File: src/hdl/rhzt_pkg.sv
// shared types and constants for the rectangle hit zone table
package rhzt_pkg;

   // table geometry
   localparam int NUM_ZONES = 16;
   localparam int SLOT_W    = (NUM_ZONES > 1) ? $clog2(NUM_ZONES) : 1;
   localparam int CNT_W     = $clog2(NUM_ZONES + 1);
   localparam int ZONES_W   = 5;
   localparam int ZONES_RESET = 16;

   // register map
   localparam int PADDR_W  = 3;
   localparam int PDATA_W  = 32;
   localparam logic REG_ZONES_IN_USE = 1'b0;

   // operation codes
   typedef enum logic [2:0] {
      OP_ADD        = 3'd0,
      OP_DELETE     = 3'd1,
      OP_UPDATE     = 3'd2,
      OP_SET_ACTIVE = 3'd3,
      OP_CHECK      = 3'd4
   } op_type;

   // sequencer states
   typedef enum logic [1:0] {
      ST_IDLE = 2'd0,
      ST_SCAN = 2'd1,
      ST_DONE = 2'd2
   } state_type;

   // request word
   typedef struct packed {
      logic [2:0]         operation;
      logic [15:0]        zone_id;
      logic signed [15:0] pos_x;
      logic signed [15:0] pos_y;
      logic [14:0]        rect_width;
      logic [14:0]        rect_height;
      logic [1:0]         button_mask;
      logic               enable_value;
      logic [15:0]        filter_first;
      logic [15:0]        filter_second;
   } req_type;

   // response word
   typedef struct packed {
      logic        found;
      logic [3:0]  slot_index;
      logic [15:0] hit_zone;
   } rsp_type;

endpackage

File: src/hdl/rectangle_hit_zone_table.sv
// rectangle hit zone table: slot scanner with one compare unit and apb register port
//
//   channel  | direction | handshake             | word
//   ---------+-----------+-----------------------+-----------------------
//   req      | in        | req_valid / req_ready | rhzt_pkg::req_type
//   rsp      | out       | rsp_valid / rsp_ready | rhzt_pkg::rsp_type
//   csr      | in/out    | psel/penable/pready   | zones_in_use at 0x0
//
// a word visits one slot at a time in the single slot compare unit and stops at the first hit;
// a miss visits every slot up to the slot count (zones_in_use, capped at 16).
// add/delete/update/set_active scan upward from slot 0, check scans downward.
// reset clears the active marks and ids; writing zones_in_use does the same.
// a new word is taken while the previous response still waits on rsp_ready;
// the block holds its result in place until the response register frees up.
module rectangle_hit_zone_table (
   input  logic                           clock,
   input  logic                           reset,
   input  logic                           req_valid,
   output logic                           req_ready,
   input  rhzt_pkg::req_type              req_data,
   output logic                           rsp_valid,
   input  logic                           rsp_ready,
   output rhzt_pkg::rsp_type              rsp_data,
   input  logic                           psel,
   input  logic                           penable,
   input  logic                           pwrite,
   input  logic [rhzt_pkg::PADDR_W-1:0]   paddr,
   input  logic [rhzt_pkg::PDATA_W-1:0]   pwdata,
   output logic [rhzt_pkg::PDATA_W-1:0]   prdata,
   output logic                           pready
);

   // control state
   rhzt_pkg::state_type state_ff, state_in;
   logic [rhzt_pkg::ZONES_W-1:0] zones_ff, zones_in;
   logic [rhzt_pkg::CNT_W-1:0]   cnt_ff, cnt_in;
   logic [rhzt_pkg::SLOT_W-1:0]  idx_ff, idx_in;
   logic [rhzt_pkg::SLOT_W-1:0]  free_ff, free_in;
   logic                         free_vld_ff, free_vld_in;
   logic                         rsp_valid_ff, rsp_valid_in;

   // table
   logic        active_ff  [rhzt_pkg::NUM_ZONES];
   logic        active_in  [rhzt_pkg::NUM_ZONES];
   logic [15:0] zone_ff    [rhzt_pkg::NUM_ZONES];
   logic [15:0] zone_in    [rhzt_pkg::NUM_ZONES];
   logic [1:0]  buttons_ff [rhzt_pkg::NUM_ZONES];
   logic signed [15:0] left_ff [rhzt_pkg::NUM_ZONES];
   logic signed [15:0] top_ff  [rhzt_pkg::NUM_ZONES];
   logic [14:0] wide_ff    [rhzt_pkg::NUM_ZONES];
   logic [14:0] tall_ff    [rhzt_pkg::NUM_ZONES];

   // payload
   rhzt_pkg::req_type item_ff, item_in;
   rhzt_pkg::rsp_type res_ff, res_in;
   rhzt_pkg::rsp_type rsp_data_ff, rsp_data_in;

   // field write request
   logic                        wr_en;
   logic [rhzt_pkg::SLOT_W-1:0] wr_slot;

   // compare unit signals
   logic [rhzt_pkg::CNT_W-1:0]  slots_n;
   logic [rhzt_pkg::SLOT_W-1:0] slot;
   logic                        live;
   logic                        cur_active;
   logic [15:0]                 cur_zone;
   logic                        id_match;
   logic                        filt_match;
   logic signed [16:0]          right_edge;
   logic signed [16:0]          bottom_edge;
   logic signed [16:0]          probe_x;
   logic signed [16:0]          probe_y;
   logic                        inside_rect;
   logic                        slot_hit;
   logic                        cfg_write;

   // slots searched, capped at table size
   assign slots_n = (int'(zones_ff) > rhzt_pkg::NUM_ZONES) ?
                    rhzt_pkg::CNT_W'(rhzt_pkg::NUM_ZONES) : rhzt_pkg::CNT_W'(zones_ff);

   // the shared slot compare unit
   assign slot        = idx_ff;
   assign live        = (cnt_ff != '0);
   assign cur_active  = active_ff[slot];
   assign cur_zone    = zone_ff[slot];
   assign id_match    = (cur_zone == item_ff.zone_id);
   assign filt_match  = (cur_zone == item_ff.filter_first) ||
                        (cur_zone == item_ff.filter_second);
   assign right_edge  = 17'(left_ff[slot]) + $signed({2'b00, wide_ff[slot]});
   assign bottom_edge = 17'(top_ff[slot]) + $signed({2'b00, tall_ff[slot]});
   assign probe_x     = 17'(item_ff.pos_x);
   assign probe_y     = 17'(item_ff.pos_y);
   assign inside_rect = (17'(left_ff[slot]) <= probe_x) && (17'(top_ff[slot]) <= probe_y) &&
                        (right_edge >= probe_x) && (bottom_edge >= probe_y);

   // per-operation hit test for the current slot
   always_comb begin
      case (item_ff.operation)
         rhzt_pkg::OP_ADD:        slot_hit = !cur_active;
         rhzt_pkg::OP_DELETE:     slot_hit = cur_active && id_match;
         rhzt_pkg::OP_UPDATE:     slot_hit = cur_active && id_match;
         rhzt_pkg::OP_SET_ACTIVE: slot_hit = id_match;
         rhzt_pkg::OP_CHECK:      slot_hit = cur_active && filt_match && inside_rect &&
                                             (buttons_ff[slot] == item_ff.button_mask);
         default:                 slot_hit = 1'b0;
      endcase
   end

   // register port
   assign cfg_write = psel && penable && pwrite && pready;
   assign pready    = 1'b1;
   assign prdata    = (paddr[2] == rhzt_pkg::REG_ZONES_IN_USE) ?
                      rhzt_pkg::PDATA_W'(zones_ff) : '0;

   // handshake outputs
   assign req_ready = (state_ff == rhzt_pkg::ST_IDLE);
   assign rsp_valid = rsp_valid_ff;
   assign rsp_data  = rsp_data_ff;

   // sequencer: next state and next values
   always_comb begin
      state_in     = state_ff;
      zones_in     = zones_ff;
      cnt_in       = cnt_ff;
      idx_in       = idx_ff;
      free_in      = free_ff;
      free_vld_in  = free_vld_ff;
      item_in      = item_ff;
      res_in       = res_ff;
      rsp_data_in  = rsp_data_ff;
      rsp_valid_in = rsp_valid_ff && !rsp_ready;
      active_in    = active_ff;
      zone_in      = zone_ff;
      wr_en        = 1'b0;
      wr_slot      = slot;

      case (state_ff)
         rhzt_pkg::ST_IDLE: begin
            // take a word and set up the scan
            if (req_valid) begin
               item_in     = req_data;
               cnt_in      = slots_n;
               free_vld_in = 1'b0;
               if (req_data.operation == rhzt_pkg::OP_CHECK) begin
                  idx_in = rhzt_pkg::SLOT_W'(slots_n - rhzt_pkg::CNT_W'(1));
               end else begin
                  idx_in = '0;
               end
               state_in = rhzt_pkg::ST_SCAN;
            end
         end
         rhzt_pkg::ST_SCAN: begin
            res_in = '0;
            if (!live) begin
               // end of table: update falls back to add at the first free slot
               if ((item_ff.operation == rhzt_pkg::OP_UPDATE) && free_vld_ff) begin
                  active_in[free_ff] = 1'b1;
                  zone_in[free_ff]   = item_ff.zone_id;
                  wr_en              = 1'b1;
                  wr_slot            = free_ff;
                  res_in.found       = 1'b1;
                  res_in.slot_index  = 4'(free_ff);
               end
               state_in = rhzt_pkg::ST_DONE;
            end else if (slot_hit) begin
               // act on the matched slot
               res_in.found      = 1'b1;
               res_in.slot_index = 4'(slot);
               case (item_ff.operation)
                  rhzt_pkg::OP_ADD: begin
                     active_in[slot] = 1'b1;
                     zone_in[slot]   = item_ff.zone_id;
                     wr_en           = 1'b1;
                  end
                  rhzt_pkg::OP_DELETE:     active_in[slot] = 1'b0;
                  rhzt_pkg::OP_UPDATE:     wr_en = 1'b1;
                  rhzt_pkg::OP_SET_ACTIVE: active_in[slot] = item_ff.enable_value;
                  rhzt_pkg::OP_CHECK:      res_in.hit_zone = cur_zone;
                  default:                 res_in = '0;
               endcase
               state_in = rhzt_pkg::ST_DONE;
            end else begin
               // step to the next slot, remembering the first free one
               if (!cur_active && !free_vld_ff) begin
                  free_vld_in = 1'b1;
                  free_in     = slot;
               end
               cnt_in = cnt_ff - rhzt_pkg::CNT_W'(1);
               if (item_ff.operation == rhzt_pkg::OP_CHECK) begin
                  idx_in = idx_ff - rhzt_pkg::SLOT_W'(1);
               end else begin
                  idx_in = idx_ff + rhzt_pkg::SLOT_W'(1);
               end
            end
         end
         rhzt_pkg::ST_DONE: begin
            // hand the result over once the response register is free
            if (!rsp_valid_ff || rsp_ready) begin
               rsp_data_in  = res_ff;
               rsp_valid_in = 1'b1;
               state_in     = rhzt_pkg::ST_IDLE;
            end
         end
         default: begin
            state_in = rhzt_pkg::ST_IDLE;
         end
      endcase

      // register write reinitializes the table
      if (cfg_write && (paddr[2] == rhzt_pkg::REG_ZONES_IN_USE)) begin
         zones_in = pwdata[rhzt_pkg::ZONES_W-1:0];
         for (int i = 0; i < rhzt_pkg::NUM_ZONES; i++) begin
            active_in[i] = 1'b0;
            zone_in[i]   = '0;
         end
      end
   end

   // state register
   always_ff @(posedge clock) begin
      if (reset) begin
         state_ff <= rhzt_pkg::ST_IDLE;
      end else begin
         state_ff <= state_in;
      end
   end

   // control registers and table marks
   always_ff @(posedge clock) begin
      if (reset) begin
         zones_ff     <= rhzt_pkg::ZONES_W'(rhzt_pkg::ZONES_RESET);
         cnt_ff       <= '0;
         idx_ff       <= '0;
         free_ff      <= '0;
         free_vld_ff  <= 1'b0;
         rsp_valid_ff <= 1'b0;
         for (int i = 0; i < rhzt_pkg::NUM_ZONES; i++) begin
            active_ff[i] <= 1'b0;
            zone_ff[i]   <= '0;
         end
      end else begin
         zones_ff     <= zones_in;
         cnt_ff       <= cnt_in;
         idx_ff       <= idx_in;
         free_ff      <= free_in;
         free_vld_ff  <= free_vld_in;
         rsp_valid_ff <= rsp_valid_in;
         active_ff    <= active_in;
         zone_ff      <= zone_in;
      end
   end

   // payload registers and rectangle fields
   always_ff @(posedge clock) begin
      item_ff     <= item_in;
      res_ff      <= res_in;
      rsp_data_ff <= rsp_data_in;
      if (wr_en) begin
         buttons_ff[wr_slot] <= item_ff.button_mask;
         left_ff[wr_slot]    <= item_ff.pos_x;
         top_ff[wr_slot]     <= item_ff.pos_y;
         wide_ff[wr_slot]    <= item_ff.rect_width;
         tall_ff[wr_slot]    <= item_ff.rect_height;
      end
   end

endmodule

File: config.mk
export PLATFORM = sky130hd
export DESIGN_NAME = rectangle_hit_zone_table
export DESIGN_NICKNAME = d
export VERILOG_FILES = /design/src/hdl/rhzt_pkg.sv /design/src/hdl/rectangle_hit_zone_table.sv
export SDC_FILE = /design/constraint.sdc
export NUM_CORES = 2
export LEC_CHECK = 0
export ABC_CLOCK_PERIOD_IN_PS = 13700
export BUFFER_PORTS_ARGS = -buffer_cell sky130_fd_sc_hd__buf_2
export CAP_MARGIN = 20
export CORE_MARGIN = 1
export CORE_UTILIZATION = 60
export DETAILED_ROUTE_END_ITERATION = 16
export PLACE_DENSITY = 0.87
export SETUP_SLACK_MARGIN = 0.2
export SYNTH_ARGS = -nofsm -noshare
export SYNTH_HDL_FRONTEND = slang
export SYNTH_SLANG_ARGS = --single-unit
export TNS_END_PERCENT = 50
File: constraint.sdc
create_clock -name clock -period 13.7 [get_ports clock]
set_clock_uncertainty 0.05 [all_clocks]
set_input_delay 0.685 -clock clock [delete_from_list [all_inputs] [get_ports clock]]
set_output_delay 0.685 -clock clock [all_outputs]
set_load 0.02 [all_outputs]
* Yosys cells after proc, flatten, opt, wreduce, memory -nomap -nowiden
Memories as Yosys holds them, arrays and structs flattened. A register that Yosys moved wholly into a read port is not among the register bits.
Cells that the tools add are included.
** Storage, ports and cells
- RAM bits :: 1024
- Memories :: 5
- Word-level logic and storage cells :: 217
- Register bits :: 452
** Memories
- left_ff :: depth 16, bits a word 16, rd ports 1, clocked after Yosys merged registers in 1, write ports 1, line rectangle_hit_zone_table.sv:48 : logic signed [15:0] left_ff [rhzt_pkg::NUM_ZONES];
- top_ff :: depth 16, bits a word 16, rd ports 1, clocked after Yosys merged registers in 1, write ports 1, line rectangle_hit_zone_table.sv:49 : logic signed [15:0] top_ff [rhzt_pkg::NUM_ZONES];
- tall_ff :: depth 16, bits a word 15, rd ports 1, clocked after Yosys merged registers in 1, write ports 1, line rectangle_hit_zone_table.sv:51 : logic [14:0] tall_ff [rhzt_pkg::NUM_ZONES];
- wide_ff :: depth 16, bits a word 15, rd ports 1, clocked after Yosys merged registers in 1, write ports 1, line rectangle_hit_zone_table.sv:50 : logic [14:0] wide_ff [rhzt_pkg::NUM_ZONES];
- buttons_ff :: depth 16, bits a word 2, rd ports 1, clocked after Yosys merged registers in 1, write ports 1, line rectangle_hit_zone_table.sv:47 : logic [1:0] buttons_ff [rhzt_pkg::NUM_ZONES];
** Operators by class
- Reduce and logical (&&, ||, !) cells :: 39
- Add/sub/neg operators :: 6
- Eq/ne operators :: 20
- Muxes and demuxes :: 75
- Bitwise gates (word level) :: 8
- Order comparisons :: 9
** Operators with widths (number)
- two-way mux 256 bit :: 4
- bitwise mux 256 bit :: 2
- demux 16 bit (select 4 bit) :: 2
- two-way mux 16 bit :: 8
- two-way mux 4 bit :: 18
- binary-select mux 16 bit (select 4 bit) :: 1
- == test 16 bit :: 3
- case mux 16 bit (3 select lines) :: 1
- two-way mux 5 bit :: 8
- adder 16 x 16 -> 17 bit :: 2
- >= comparator 17 x 16 -> 1 bit :: 2
- less-or-equal comparator 16 bit :: 2
- OR 16 bit :: 2
- two-way mux 21 bit :: 1
- two-way mux 1 bit :: 17
- AND 16 bit :: 1
- bitwise mux 16 bit :: 1
- inverter 16 bit :: 1
- AND reduction 4 bit :: 4
- logical AND 1 bit :: 15
- >= comparator 5 bit (second input constant) :: 2
- less-than comparator 5 x 1 -> 1 bit (second input constant) :: 2
- != test 2 bit (second input constant) :: 5
- inverter 4 -> 5 bit :: 2
- 33 further kinds :: 51

* Depth between registers and ports, before layout
- Word-level depth :: 15
- Depth in mapped cells :: 31

* Worst setup path before layout
OpenSTA, ideal clock, no wires.
- Path type :: reg2reg
- Start point :: register (tool-made name)
- End point :: memory buttons_ff[5][0], enable pin
- Path buffers :: 4
- Stages on the path, launching flop included :: 29
- Period minus slack after synthesis :: 11.649 ns
- Data arrival time :: 11.035 ns
- Path slack :: 2.051 ns
- Path through :: dfxtp_1 > buf_1 > clkbuf_1 > buf_1 > mux4_2 > mux4_2 > ha_1 > a21o_1 > a21oi_1 > o21ai_0 > a21o_1 > a21oi_1 > o21ai_0 > o41ai_1 > o2111ai_1 > a21oi_1 > xnor2_1 > ha_1 > and3_1 > nand2_1 > nor2_1 > a21oi_1 > a31oi_1 > and4_1 > o31ai_1 > o21ai_4 > buf_6 > a32oi_1 > nor3_1
** RTL lines (line)
- to (decl) :: rectangle_hit_zone_table.sv:47

==> impl_metrics.yaml <==
status:
  status: "completed"
setup_path:
  crit_arrival_ns: 10.75
  critPathSlowestCell: "buf_4"
  worst_r2r_path_depth: 28
  max_stage_delay_ns: 0.93
  critPathRequiredTime_ns: 14.00
  reg2reg_slack_ns: 3.25
  critPathLaunchType: "register"
  worstPathMaxFanout: 45
  r2r_end: "wide_ff[11][3]"
  crit_path_end: "wide_ff[11][3]"
  path_class: "register to register"
  end_kind: "register"
routing:
  viasPerCell: 6.900
  firstDrtPassIters: 11
  drtIter0Drc: 5456
  wire_per_inst_um: 31.92
  drt-total-wl_mm: 168.7
  ant_nets: 0
  num_vias: 36460
  remaining_drc_errors: 0
sta:
  fmax_mhz: 95.66
  worst_slack_ns: 3.246
  slew_headroom: 0.1907
  finalCriticalPeriod_ns: 10.45
  finalCritPeriodShare: 0.7631
  worstMarginPinSlew_ns: 1.214
  rsz0062_at_grt: "no"
  setup-violations-final: 0
  slew_viol_final: 0
  finalSetupTns_ns: 0
  final-hold-violation-count: 0
  whs_ns: 0.05190
floorplan:
  die_w_um: 324.1
  core_area_mm2: 0.1023
  dieArea_mm2: 0.1050
  start_util: 0.6081
  die_h_um: 324.1
  ios: 214
  num_rows: 117
clock_tree:
  cts_tree: "yes"
  cts_sinks: 1480
  clkSlewWorstSetupHoldPaths_ns: 0.06
  clockBufferDepth: 3
  htree_num_levels: 4
  clock_latency_ns: 0.77
  cts_resized: 0
  cts_hold_buf: 0
  clockRootBuffer: "clkbuf_16"
  numCtsBuffers: 145
  cts_setup_buffers: 0
placed_design:
  io_buffers: 156
  dp_hpwl_mm: 91.64
  gp_congestion: 0.9408
  place_area_mm2: 0.06429
  preCtsSetupSlack_ns: 3.797
synthesis:
  synth_area_leaders: "edfxtp_1 57%, mux4_2 13%, dfxtp_1 9.6%, mux2i_1 5.1%, ha_1 2.0%"
  synth_top_area_frac: 0.5704
  synth-warning-count: 0
  syn_area_mm2: 0.06223
  async_flop_share: 0
  yosysSeqAreaShare: 0.6662
  syn_inst: 3629
  synthDistinctLibCells: 82
  synth_flop_cell: "edfxtp_1"
  synth-seq-cells: 1480
  synth_edf_count: 1182
  synth_top_area_cell: "edfxtp_1"
  synth.avg_cell_area_um2: 17.15
worst_hold_path:
  hp-class: "input pin to register"
global_routing:
  grt_overflow: 0
  grt_max_degree: 210
  grt_pass1_vias: 36780
  antenna_found_initial: 11
  grt_util_all_layers: 0.3241
  grt_first_pass_wirelength_mm: 242.9
power:
  powerDensity_mw_per_mm2: 156.2
  p_leak_nw: 24.26
  ir_worst_vdd_mv: 0.1047
layout:
  post_route_cells_drive_above_1_share: 0.2209
  finalInstanceArea_mm2: 0.06897
  nNetsFinal: 4056
  area_delta_synth_final_pct: 10.83
job:
  max-cap-violations: 0
[power by group]
group	switching, mW	internal [mW]
Combinational	1.10	0.737
Clock	1.71	2.14
Sequential	0.143	4.94
Total	2.95	7.82
[layout by cell type, fill, tap and decap left out, types with 21 or more instances in the layout]
cell type  Yosys  routed
nor2_1        80      76
nor3_1        38      34
nand4_1       21      21
dfxtp_1      298     292
clkbuf_16      0     150
conb_1         2      28
o21ai_0       31      31
a31oi_1       32      32
buf_4         31      54
inv_1         82      82
nor2b_1       29      27
buf_2         16     156
xnor2_1       72      72
clkinv_1       3      24
ha_1         100     100
mux4_2       372     372
edfxtp_1    1182    1182
clkbuf_1     124      46
nand2_1      322     322
nand3_1       34      34
a21oi_1       76      68
mux2i_1      314     314
xor2_1        38      38
[worst max-delay path, delay by kind of cell (launching register included)]
| kind | cells | cell delay, ns |
|---|---|---|
| AOI/OAI and AO/OA | 14 | 4.09 |
| buffers and inverters | 4 | 2.42 |
| muxes | 2 | 1.18 |
| and+or+nand+nor | 5 | 0.92 |
| adders and majority gates | 2 | 0.64 |
| DFF | 1 | 0.52 |
| xor gates and xnor gates | 1 | 0.10 |
[routing by layer]
metal  routed length, µm  global-route usage
met1               57510              0.4067
met2               80110              0.5175
met3               20580             0.08741
met4               10390              0.1734
met5                  78                   0
[worst min-delay path by stage]
stage / start / end / slack, ns / depth (start not counted)
final: req_data[98] / item_ff[98] / 0.05 / 1
after global routing: req_data[98] / item_ff[98] / 0.04 / 1
after CTS: req_data[107] / item_ff[107] / 0.01 / 1
after detailed placement: res_ff[6] / rsp_data[6] / 0.35 / 0
after global placement: res_ff[14] / rsp_data[14] / 0.35 / 0
after floorplan: res_ff[0] / rsp_data[0] / 0.35 / 0
[logic make-up (layout without fill, tap and decap cells)]
kind of cell    count (synthesis)  count (layout)  share of synthesized area
simple gates                  608             608                    0.04435
xor+xnor                      110             110                    0.01548
fa+ha+maj                     103             103                    0.02107
buf+inv                       313             569                    0.02441
other cells                     2              33                  0.0001207
flops                        1480            1480                     0.6662
compound gates                304             304                    0.03754
mux                           709             709                     0.1908
[cells in the mapped netlist, drive strengths merged, types with 13 or more instances]
master / count
a32oi: 17
a21oi: 77
nand2: 322
nor2: 80
xor2: 38
buf: 103
and3: 15
dfxtp: 298
edfxtp: 1182
xnor2: 72
a31oi: 48
a22oi: 13
o21ai: 32
a211oi: 17
clkbuf: 124
mux4: 372
mux2: 14
nand4: 21
ha: 100
nor2b: 29
inv: 83
nor3: 41
nand3: 34
mux2i: 323
[through the flow]
| step | instances | utilization | total power, mW |
|---|---|---|---|
| 5_1_grt | 5282 | 0.6739 | 11.04 |
| 3_3_place_gp | 5010 | 0.6283 | 6.748 |
| 6_report | 5284 | 0.6740 | 10.77 |
| 2_1_floorplan | 3655 | - | 6.348 |
| 3_5_place_dp | 5010 | 0.6283 | 6.842 |
| 4_1_cts | 5273 | 0.6725 | 10.72 |
[state kept, by name, indices dropped and copies added (netlist names), 21 cells and up, named ones only]
signal      cells
buttons_ff     32
tall_ff       240
zone_ff       256
rsp_data       21
top_ff        256
wide_ff       240
res_ff         21
item_ff       116
left_ff       256
[layout make-up]
cell class,instances,area (µm²)
antenna,5,12.51
clock buffer,204,4036
clock inverter,59,488.0
fill,6101,33360
inverter,86,327.8
multi-input combinational,1862,19510
sequential,1480,41480
tap,1368,1712
timing repair buffer,220,1404
Note: power is estimated with default switching activity, not from simulation.
